## config.mk

```make
export PLATFORM = sky130hd
export DESIGN_NAME = counting_sort_engine
export DESIGN_NICKNAME = d
export VERILOG_FILES = /design/src/sv/cse_pkg.sv /design/src/sv/cse_front.sv /design/src/sv/cse_queue.sv /design/src/sv/cse_back.sv /design/src/sv/counting_sort_engine.sv
export SDC_FILE = /design/constraint.sdc
export NUM_CORES = 2
export LEC_CHECK = 0
export ABC_AREA = 1
export BUFFER_PORTS_ARGS = -buffer_cell sky130_fd_sc_hd__buf_2
export CAP_MARGIN = 10
export CORE_UTILIZATION = 40
export CTS_CLUSTER_DIAMETER = 200
export CTS_CLUSTER_SIZE = 25
export DETAILED_ROUTE_END_ITERATION = 8
export PLACE_DENSITY = 0.59
export SLEW_MARGIN = 30
export SYNTH_ARGS = -nofsm -noshare
export SYNTH_HDL_FRONTEND = slang
export SYNTH_SLANG_ARGS = --single-unit
```

## constraint.sdc

```tcl
create_clock -name clk_i -period 25.7 [get_ports clk_i]
set_clock_uncertainty 0.05 [all_clocks]
set_input_delay 1.285 -clock clk_i [delete_from_list [all_inputs] [get_ports clk_i]]
set_output_delay 1.285 -clock clk_i [all_outputs]
set_load 0.01 [all_outputs]
```

## src/sv/cse_pkg.sv

```systemverilog
// ----------------------------------------------------------------------------
// cse_pkg
// Shared types and constants of the counting sort engine.
// ----------------------------------------------------------------------------
package cse_pkg;

  // Fixed field widths of the key ports
  localparam int unsigned KEY_FIELD_W = 8;

  // Defaults for the top-level parameters
  localparam int unsigned MAX_KEYS_DEF = 64;
  localparam int unsigned KEY_BITS_DEF = 8;

  // Depth of the queue between front and back (power of two)
  localparam int unsigned QUEUE_DEPTH = 4;

  // Per-transaction flags that travel with each queued key
  typedef struct packed {
    logic last;  // closes the set
    logic drop;  // key was discarded, do not count it
    logic ovf;   // set had discarded keys (valid with last)
  } queue_flags_t;

  // Status the back part reports to the front part
  typedef struct packed {
    logic clearing;  // histogram clearing pass after reset is running
  } back_status_t;

  // Back sequencer states, one-hot
  typedef enum logic [5:0] {
    ST_CLEAR    = 6'b000001,
    ST_IDLE     = 6'b000010,
    ST_INC      = 6'b000100,
    ST_SCAN_RD  = 6'b001000,
    ST_SCAN_CHK = 6'b010000,
    ST_EMIT     = 6'b100000
  } back_state_e;

endpackage

```

## src/sv/cse_front.sv

```systemverilog
// ----------------------------------------------------------------------------
// cse_front
// Accepts keys, counts them against capacity and classifies each one as
// stored or dropped before it enters the queue.
// ----------------------------------------------------------------------------
module cse_front #(
  parameter int unsigned MAX_KEYS = cse_pkg::MAX_KEYS_DEF,
  parameter int unsigned KEY_BITS = cse_pkg::KEY_BITS_DEF,
  localparam int unsigned CNT_W   = $clog2(MAX_KEYS + 1)
) (
  input  logic                            clk_i,
  input  logic                            rst_ni,
  input  logic                            in_valid_i,
  output logic                            in_ready_o,
  input  logic [cse_pkg::KEY_FIELD_W-1:0] key_value_i,
  input  logic                            set_end_i,
  input  cse_pkg::back_status_t           status_i,
  input  logic                            q_full_i,
  output logic                            q_push_o,
  output logic [KEY_BITS-1:0]             q_key_o,
  output logic [CNT_W-1:0]                q_total_o,
  output cse_pkg::queue_flags_t           q_flags_o
);

  logic [CNT_W-1:0] cnt_q, cnt_d, cnt_next;
  logic             ovf_q, ovf_d;
  logic             store;
  logic             fire;

  assign in_ready_o = !q_full_i && !status_i.clearing;
  assign fire       = in_valid_i && in_ready_o;

  assign store    = cnt_q < CNT_W'(MAX_KEYS);
  assign cnt_next = store ? cnt_q + CNT_W'(1) : cnt_q;

  assign q_push_o        = fire;
  assign q_key_o         = KEY_BITS'(key_value_i);
  assign q_total_o       = cnt_next;
  assign q_flags_o.last  = set_end_i;
  assign q_flags_o.drop  = !store;
  assign q_flags_o.ovf   = ovf_q || !store;

  always_comb begin
    cnt_d = cnt_q;
    ovf_d = ovf_q;
    if (fire) begin
      if (set_end_i) begin
        // start a fresh set
        cnt_d = '0;
        ovf_d = 1'b0;
      end else begin
        cnt_d = cnt_next;
        ovf_d = ovf_q || !store;
      end
    end
  end

  always_ff @(posedge clk_i or negedge rst_ni) begin
    if (!rst_ni) begin
      cnt_q <= '0;
      ovf_q <= 1'b0;
    end else begin
      cnt_q <= cnt_d;
      ovf_q <= ovf_d;
    end
  end

endmodule

```

## src/sv/cse_queue.sv

```systemverilog
// ----------------------------------------------------------------------------
// cse_queue
// Small FIFO that decouples the front part from the back part.
// ----------------------------------------------------------------------------
module cse_queue #(
  parameter int unsigned WIDTH = 8
) (
  input  logic             clk_i,
  input  logic             rst_ni,
  input  logic             push_i,
  input  logic [WIDTH-1:0] data_i,
  output logic             full_o,
  input  logic             pop_i,
  output logic             valid_o,
  output logic [WIDTH-1:0] data_o
);

  localparam int unsigned DEPTH = cse_pkg::QUEUE_DEPTH;
  localparam int unsigned PTR_W = $clog2(DEPTH);
  localparam int unsigned CNT_W = $clog2(DEPTH + 1);

  logic [WIDTH-1:0] mem_q [DEPTH];
  logic [PTR_W-1:0] wr_ptr_q, rd_ptr_q;
  logic [CNT_W-1:0] cnt_q;
  logic             do_push, do_pop;

  assign full_o  = cnt_q == CNT_W'(DEPTH);
  assign valid_o = cnt_q != '0;
  assign data_o  = mem_q[rd_ptr_q];
  assign do_push = push_i && !full_o;
  assign do_pop  = pop_i && valid_o;

  always_ff @(posedge clk_i) begin
    if (do_push) begin
      mem_q[wr_ptr_q] <= data_i;
    end
  end

  always_ff @(posedge clk_i or negedge rst_ni) begin
    if (!rst_ni) begin
      wr_ptr_q <= '0;
      rd_ptr_q <= '0;
      cnt_q    <= '0;
    end else begin
      if (do_push) begin
        wr_ptr_q <= wr_ptr_q + PTR_W'(1);
      end
      if (do_pop) begin
        rd_ptr_q <= rd_ptr_q + PTR_W'(1);
      end
      case ({do_push, do_pop})
        2'b10:   cnt_q <= cnt_q + CNT_W'(1);
        2'b01:   cnt_q <= cnt_q - CNT_W'(1);
        default: cnt_q <= cnt_q;
      endcase
    end
  end

endmodule

```

## src/sv/cse_back.sv

```systemverilog
// ----------------------------------------------------------------------------
// cse_back
// Histogram memory and sequencer: counts queued keys, then walks the bins
// in ascending order and emits each key as often as it was counted, zeroing
// every bin it has drained.
// ----------------------------------------------------------------------------
module cse_back #(
  parameter int unsigned MAX_KEYS = cse_pkg::MAX_KEYS_DEF,
  parameter int unsigned KEY_BITS = cse_pkg::KEY_BITS_DEF,
  localparam int unsigned CNT_W   = $clog2(MAX_KEYS + 1)
) (
  input  logic                            clk_i,
  input  logic                            rst_ni,
  input  logic                            q_valid_i,
  output logic                            q_pop_o,
  input  logic [KEY_BITS-1:0]             q_key_i,
  input  logic [CNT_W-1:0]                q_total_i,
  input  cse_pkg::queue_flags_t           q_flags_i,
  output cse_pkg::back_status_t           status_o,
  output logic                            out_valid_o,
  input  logic                            out_ready_i,
  output logic [cse_pkg::KEY_FIELD_W-1:0] sorted_key_o,
  output logic                            run_end_o,
  output logic                            keys_dropped_o
);

  localparam int unsigned BIN_COUNT = 2 ** KEY_BITS;

  cse_pkg::back_state_e state_q, state_d;

  // histogram memory
  logic [CNT_W-1:0]    hist_mem [BIN_COUNT];
  logic [CNT_W-1:0]    rdata_q;
  logic [KEY_BITS-1:0] raddr, waddr;
  logic [CNT_W-1:0]    wdata;
  logic                we;

  logic [KEY_BITS-1:0] bin_q, bin_d;
  logic [KEY_BITS-1:0] key_q, key_d;
  logic                last_q, last_d;
  logic                ovf_q, ovf_d;
  logic [CNT_W-1:0]    total_q, total_d;
  logic [CNT_W-1:0]    rem_q, rem_d;
  logic [CNT_W-1:0]    emit_cnt_q, emit_cnt_d;

  // output register
  logic                            out_valid_q, out_valid_d;
  logic [cse_pkg::KEY_FIELD_W-1:0] out_key_q, out_key_d;
  logic                            out_end_q, out_end_d;
  logic                            out_ovf_q, out_ovf_d;

  logic slot_free;
  logic is_final;

  assign slot_free = !out_valid_q || out_ready_i;
  assign is_final  = (emit_cnt_q + CNT_W'(1)) == total_q;

  assign status_o.clearing = state_q == cse_pkg::ST_CLEAR;
  assign q_pop_o           = (state_q == cse_pkg::ST_IDLE) && q_valid_i;

  assign out_valid_o    = out_valid_q;
  assign sorted_key_o   = out_key_q;
  assign run_end_o      = out_end_q;
  assign keys_dropped_o = out_ovf_q;

  always_ff @(posedge clk_i) begin
    if (we) begin
      hist_mem[waddr] <= wdata;
    end
    rdata_q <= hist_mem[raddr];
  end

  always_comb begin
    state_d     = state_q;
    bin_d       = bin_q;
    key_d       = key_q;
    last_d      = last_q;
    ovf_d       = ovf_q;
    total_d     = total_q;
    rem_d       = rem_q;
    emit_cnt_d  = emit_cnt_q;
    out_valid_d = out_valid_q && !out_ready_i;
    out_key_d   = out_key_q;
    out_end_d   = out_end_q;
    out_ovf_d   = out_ovf_q;
    raddr       = bin_q;
    waddr       = bin_q;
    wdata       = '0;
    we          = 1'b0;

    case (state_q)
      cse_pkg::ST_CLEAR: begin
        we    = 1'b1;
        bin_d = bin_q + KEY_BITS'(1);
        if (bin_q == '1) begin
          state_d = cse_pkg::ST_IDLE;
        end
      end

      cse_pkg::ST_IDLE: begin
        if (q_valid_i) begin
          key_d   = q_key_i;
          last_d  = q_flags_i.last;
          ovf_d   = q_flags_i.ovf;
          total_d = q_total_i;
          bin_d   = '0;
          raddr   = q_key_i;
          if (!q_flags_i.drop) begin
            state_d = cse_pkg::ST_INC;
          end else if (q_flags_i.last) begin
            state_d = cse_pkg::ST_SCAN_RD;
          end
        end
      end

      cse_pkg::ST_INC: begin
        we    = 1'b1;
        waddr = key_q;
        wdata = rdata_q + CNT_W'(1);
        if (last_q) begin
          state_d = cse_pkg::ST_SCAN_RD;
        end else begin
          state_d = cse_pkg::ST_IDLE;
        end
      end

      cse_pkg::ST_SCAN_RD: begin
        state_d = cse_pkg::ST_SCAN_CHK;
      end

      cse_pkg::ST_SCAN_CHK: begin
        if (rdata_q == '0) begin
          // skip empty bin, read the next one right away
          bin_d = bin_q + KEY_BITS'(1);
          raddr = bin_q + KEY_BITS'(1);
        end else begin
          rem_d   = rdata_q;
          state_d = cse_pkg::ST_EMIT;
        end
      end

      cse_pkg::ST_EMIT: begin
        if (slot_free) begin
          out_valid_d = 1'b1;
          out_key_d   = cse_pkg::KEY_FIELD_W'(bin_q);
          out_end_d   = is_final;
          out_ovf_d   = ovf_q;
          emit_cnt_d  = emit_cnt_q + CNT_W'(1);
          rem_d       = rem_q - CNT_W'(1);
          if (rem_q == CNT_W'(1)) begin
            // bin drained: zero it for the next set
            we = 1'b1;
            if (is_final) begin
              emit_cnt_d = '0;
              state_d    = cse_pkg::ST_IDLE;
            end else begin
              bin_d   = bin_q + KEY_BITS'(1);
              state_d = cse_pkg::ST_SCAN_RD;
            end
          end
        end
      end

      default: begin
        state_d = cse_pkg::ST_IDLE;
      end
    endcase
  end

  always_ff @(posedge clk_i or negedge rst_ni) begin
    if (!rst_ni) begin
      state_q     <= cse_pkg::ST_CLEAR;
      bin_q       <= '0;
      emit_cnt_q  <= '0;
      out_valid_q <= 1'b0;
    end else begin
      state_q     <= state_d;
      bin_q       <= bin_d;
      emit_cnt_q  <= emit_cnt_d;
      out_valid_q <= out_valid_d;
    end
  end

  always_ff @(posedge clk_i) begin
    key_q     <= key_d;
    last_q    <= last_d;
    ovf_q     <= ovf_d;
    total_q   <= total_d;
    rem_q     <= rem_d;
    out_key_q <= out_key_d;
    out_end_q <= out_end_d;
    out_ovf_q <= out_ovf_d;
  end

endmodule

```

## src/sv/counting_sort_engine.sv

```systemverilog
// ----------------------------------------------------------------------------
// counting_sort_engine
// Counting sort of one set of keys, closed by the transaction marked last.
// ----------------------------------------------------------------------------
// Keys enter at one per cycle, while the queue has room, into a four-deep
// queue; the back part counts each queued key in the histogram memory by
// one read and one write-back. The transaction marked last starts the sort:
// the back part walks the 2**KEY_BITS bins in ascending order, skipping empty
// bins, and emits the keys of each filled bin at one per cycle while the
// output side is ready, zeroing each bin as it drains and stopping after the
// last key of the set. Keys of the next set queue up meanwhile. After reset
// a clearing pass zeroes all 2**KEY_BITS bins of the histogram, and no key
// is accepted during it. Keys beyond MAX_KEYS in a set are dropped and every
// result of that set carries keys_dropped.
module counting_sort_engine #(
  parameter int unsigned MAX_KEYS = cse_pkg::MAX_KEYS_DEF,
  parameter int unsigned KEY_BITS = cse_pkg::KEY_BITS_DEF
) (
  input  logic                            clk_i,
  input  logic                            rst_ni,
  input  logic                            in_valid_i,
  output logic                            in_ready_o,
  input  logic [cse_pkg::KEY_FIELD_W-1:0] key_value_i,
  input  logic                            set_end_i,
  output logic                            out_valid_o,
  input  logic                            out_ready_i,
  output logic [cse_pkg::KEY_FIELD_W-1:0] sorted_key_o,
  output logic                            run_end_o,
  output logic                            keys_dropped_o
);

  localparam int unsigned CNT_W  = $clog2(MAX_KEYS + 1);
  localparam int unsigned FLAG_W = $bits(cse_pkg::queue_flags_t);
  localparam int unsigned ENT_W  = KEY_BITS + CNT_W + FLAG_W;

  cse_pkg::back_status_t status;
  cse_pkg::queue_flags_t push_flags, pop_flags;
  logic [KEY_BITS-1:0]   push_key, pop_key;
  logic [CNT_W-1:0]      push_total, pop_total;
  logic                  q_push, q_full, q_pop, q_valid;
  logic [ENT_W-1:0]      q_wdata, q_rdata;

  cse_front #(
    .MAX_KEYS (MAX_KEYS),
    .KEY_BITS (KEY_BITS)
  ) u_front (
    .clk_i       (clk_i),
    .rst_ni      (rst_ni),
    .in_valid_i  (in_valid_i),
    .in_ready_o  (in_ready_o),
    .key_value_i (key_value_i),
    .set_end_i   (set_end_i),
    .status_i    (status),
    .q_full_i    (q_full),
    .q_push_o    (q_push),
    .q_key_o     (push_key),
    .q_total_o   (push_total),
    .q_flags_o   (push_flags)
  );

  assign q_wdata = {push_key, push_total, push_flags};

  cse_queue #(
    .WIDTH (ENT_W)
  ) u_queue (
    .clk_i   (clk_i),
    .rst_ni  (rst_ni),
    .push_i  (q_push),
    .data_i  (q_wdata),
    .full_o  (q_full),
    .pop_i   (q_pop),
    .valid_o (q_valid),
    .data_o  (q_rdata)
  );

  assign {pop_key, pop_total, pop_flags} = q_rdata;

  cse_back #(
    .MAX_KEYS (MAX_KEYS),
    .KEY_BITS (KEY_BITS)
  ) u_back (
    .clk_i          (clk_i),
    .rst_ni         (rst_ni),
    .q_valid_i      (q_valid),
    .q_pop_o        (q_pop),
    .q_key_i        (pop_key),
    .q_total_i      (pop_total),
    .q_flags_i      (pop_flags),
    .status_o       (status),
    .out_valid_o    (out_valid_o),
    .out_ready_i    (out_ready_i),
    .sorted_key_o   (sorted_key_o),
    .run_end_o      (run_end_o),
    .keys_dropped_o (keys_dropped_o)
  );

endmodule

```

==> results.cfg <==
[run_status]
status = finished clean

[clock_network]
htree_levels = 3
cts_hold_buf = 0
cts_root_buffer = clkbuf_16
ctsResizeCount = 0
cts_buffer_depth = 3
clock_sinks = 1942
worstSkewPairLatency_ns = 0.79
path_clk_slew_ns = 0.10
cts_tree = done
cts_buffers = 87
post_cts_buffers = 0

[grt]
grt_pass1_vias = 53030
gr-total-overflow = 0
track_usage = 0.2107
antenna_found_initial = 4
grt_max_degree = 221
grt_pass1_wl_mm = 344.5

[synth]
ys_warn_count = 0
seq_area_frac_synth = 0.6844
synth_edf_count = 1898
synthesis.nets = 7682
synth_ff_type = edfxtp_1
synth_cell_types = 50
synth_cells = 7656
synth.avg_cell_area_sq_um = 11.08
syn-cell-area_sq_um = 84830
postSynth.asyncResetShare = 0.01905
ys_seq_elements = 1942

[routing]
viasPerCell = 5.439
drt-initial-drc-count = 6116
drt-met1-wl_mm = 100.1
ant_nets = 0
dr_total_vias = 55530
routed.top_layer = met4
routed_wirelength_mm = 231.6
drc = 0
met2_length_mm = 107.5
wl_per_cell_microns = 22.68
wl_met3_mm = 16.98
first_pass_iters = 6

[sta]
setup_viol = 0
report.final.hold_viol_count = 0
slew_viol_final = 0
tightest_slew_ns = 1.000
relSlewSlack = 0.3332
setup_tns_ns = 0
worst_slack_ns = 19.11
fmax_mhz = 151.7
min_period_ns = 6.591
fin_crit_sh = 0.2564
grt_setup_unrepaired = false

[floorplan]
die-area_sq_um = 213900
die_y_microns = 462.5
row_count = 168
initial_utilization = 0.4036
die_x_microns = 462.5
core-area_sq_um = 210200
ios = 25

[setup_path]
r2r_setup_slack_ns = 19.11
worstPathMaxFanout = 86
critPathLaunchType = register
worstPathRequired_ns = 26.30
crit_type = register to register
endpoint_kind = register
cp.arrival_ns = 7.19

[cells_and_area]
final_nets = 7389
drive_gt1_frac = 0.03607
post-route-util = 0.4265
area_growth_pct = 5.680
fillers = 19760

[placement]
io_buffers = 24
gp_congestion = 0.8491
post-place-ws_ns = 19.12
place_hpwl_mm = 126.5

[hold_path]
min_path_type = register to register

[flow_run]
max-cap-violations = 0
-- worst max-delay path: stages, from the launching register on --
cell and delay [ns]:
dfrtp_1 0.44, nor2_2 0.19, nand3_2 0.21, nand2_2 0.24, inv_1 0.17, nand2_8 0.49
buf_4 0.69, buf_4 0.69, buf_4 0.84, buf_4 0.86, nand3b_1 0.15, nand3_1 0.12
nand3_1 0.10, nand3_1 0.13, nand3_1 0.08, nand3_1 0.18, nand3_1 0.20, nand3_1 0.36
nand2_1 0.10
-- registers in the layout, summed over array words and instances, names as in the netlist, 2 cells and up --
name / flops
u_back.bin_q: 8
u_back.emit_cnt_q: 7
u_back.hist_mem: 1792
u_back.key_q: 8
u_back.rdata_q: 7
u_back.rem_q: 7
u_back.sorted_key_o: 8
u_back.state_q: 6
u_back.total_q: 7
u_front.cnt_q: 7
u_queue.cnt_q: 3
u_queue.mem_q: 72
u_queue.rd_ptr_q: 2
u_queue.wr_ptr_q: 2
-- per-stage QoR --
| stage | instance area, sq um | cells | hold WS, ns |
|---|---|---|---|
| finish | 89650 | 10210 | 0.4046 |
| global route | 89650 | 10210 | 0.4249 |
| CTS | 89550 | 10210 | 0.4136 |
| detailed placement | 87140 | 10080 | 0.3589 |
| global placement | 87130 | 10080 | 0.3894 |
| floorplan | 84830 | 7656 | 0.3503 |
-- worst paths after layout --
check                                        from                     to  cells after the start
worst max register to register  u_back.state_q[1]      u_back.rdata_q[3]                     18
worst max-delay path            u_back.state_q[1]      u_back.rdata_q[3]                     18
worst min-delay path                 u_back.ovf_q  u_back.keys_dropped_o                      0
worst min register to register       u_back.ovf_q  u_back.keys_dropped_o                      0
max in group asynchronous                  rst_ni          u_front.ovf_q                      1
min in group asynchronous                  rst_ni       u_queue.cnt_q[2]                      1
-- logic make-up after synthesis --
| group | after synthesis | share of synthesized area |
|---|---|---|
| buffers and inverters | 1340 | 0.06444 |
| XOR/XNOR | 24 | 0.002478 |
| AO/OA/AOI/OAI | 236 | 0.01796 |
| flip-flops | 1942 | 0.6844 |
| AND/OR/NAND/NOR | 4101 | 0.2287 |
| adder cells (fa/ha/maj) | 13 | 0.002006 |
-- final cells by class --
cell class                      instances  area (sq um)  share of cell area
Inverter                              841          3191             0.03559
Tap cell                             2805          3510             0.03915
Antenna cell                            1         2.502          0.00002791
Sequential cell                      1942         58060              0.6476
Clock buffer                          121          2305             0.02571
Clock inverter                          8         98.84            0.001103
Timing Repair Buffer                  117          1037             0.01157
Multi-Input combinational cell       4374         21450              0.2392
-- layout by cell type (no fill, tap or decap), drive strengths merged, types with 2 or more instances in the layout --
master and n:
a21oi 10, a31oi 4, buf 117, clkbuf 121
clkinv 3, dfrtp 36, dfxtp 7, edfxtp 1898
ha 12, inv 846, nand2 1669, nand3 1542
nand3b 518, nand4 6, nor2 341, nor3 17
nor3b 2, o211ai 109, o21ai 80, o22ai 23
or2 4, xnor2 11, xor2 13
-- synthesized netlist by cell type, drive strengths merged (2+ instances only) --
cell type | count | area share
xnor2 | 11 | 0.0011
inv | 839 | 0.037
nand3 | 1542 | 0.091
a21oi | 10 | 0.00059
nor3 | 17 | 0.0010
nor2 | 341 | 0.016
ha | 12 | 0.0018
o211ai | 109 | 0.0097
dfxtp | 7 | 0.0017
a31oi | 4 | 0.00029
nand4 | 6 | 0.00044
clkinv | 2 | 0.00010
nand3b | 518 | 0.046
or2 | 4 | 0.00029
clkbuf | 191 | 0.0085
dfrtp | 36 | 0.011
buf | 308 | 0.019
edfxtp | 1898 | 0.67
nand2 | 1669 | 0.074
o22ai | 23 | 0.0017
xor2 | 13 | 0.0013
o21ai | 80 | 0.0047
nor3b | 2 | 0.00018
-- routing by layer --
| metal | vias up | global-route usage |
|---|---|---|
| met1 | 27570 | 0.2968 |
| li1 | 25600 | - |
| met4 | 0 | 0.06660 |
| met5 | - | 0 |
| met3 | 279 | 0.02791 |
| met2 | 2081 | 0.3376 |
Power is not shown: default switching activity piles up to over one toggle a cycle in this logic, so the estimate is an artifact.
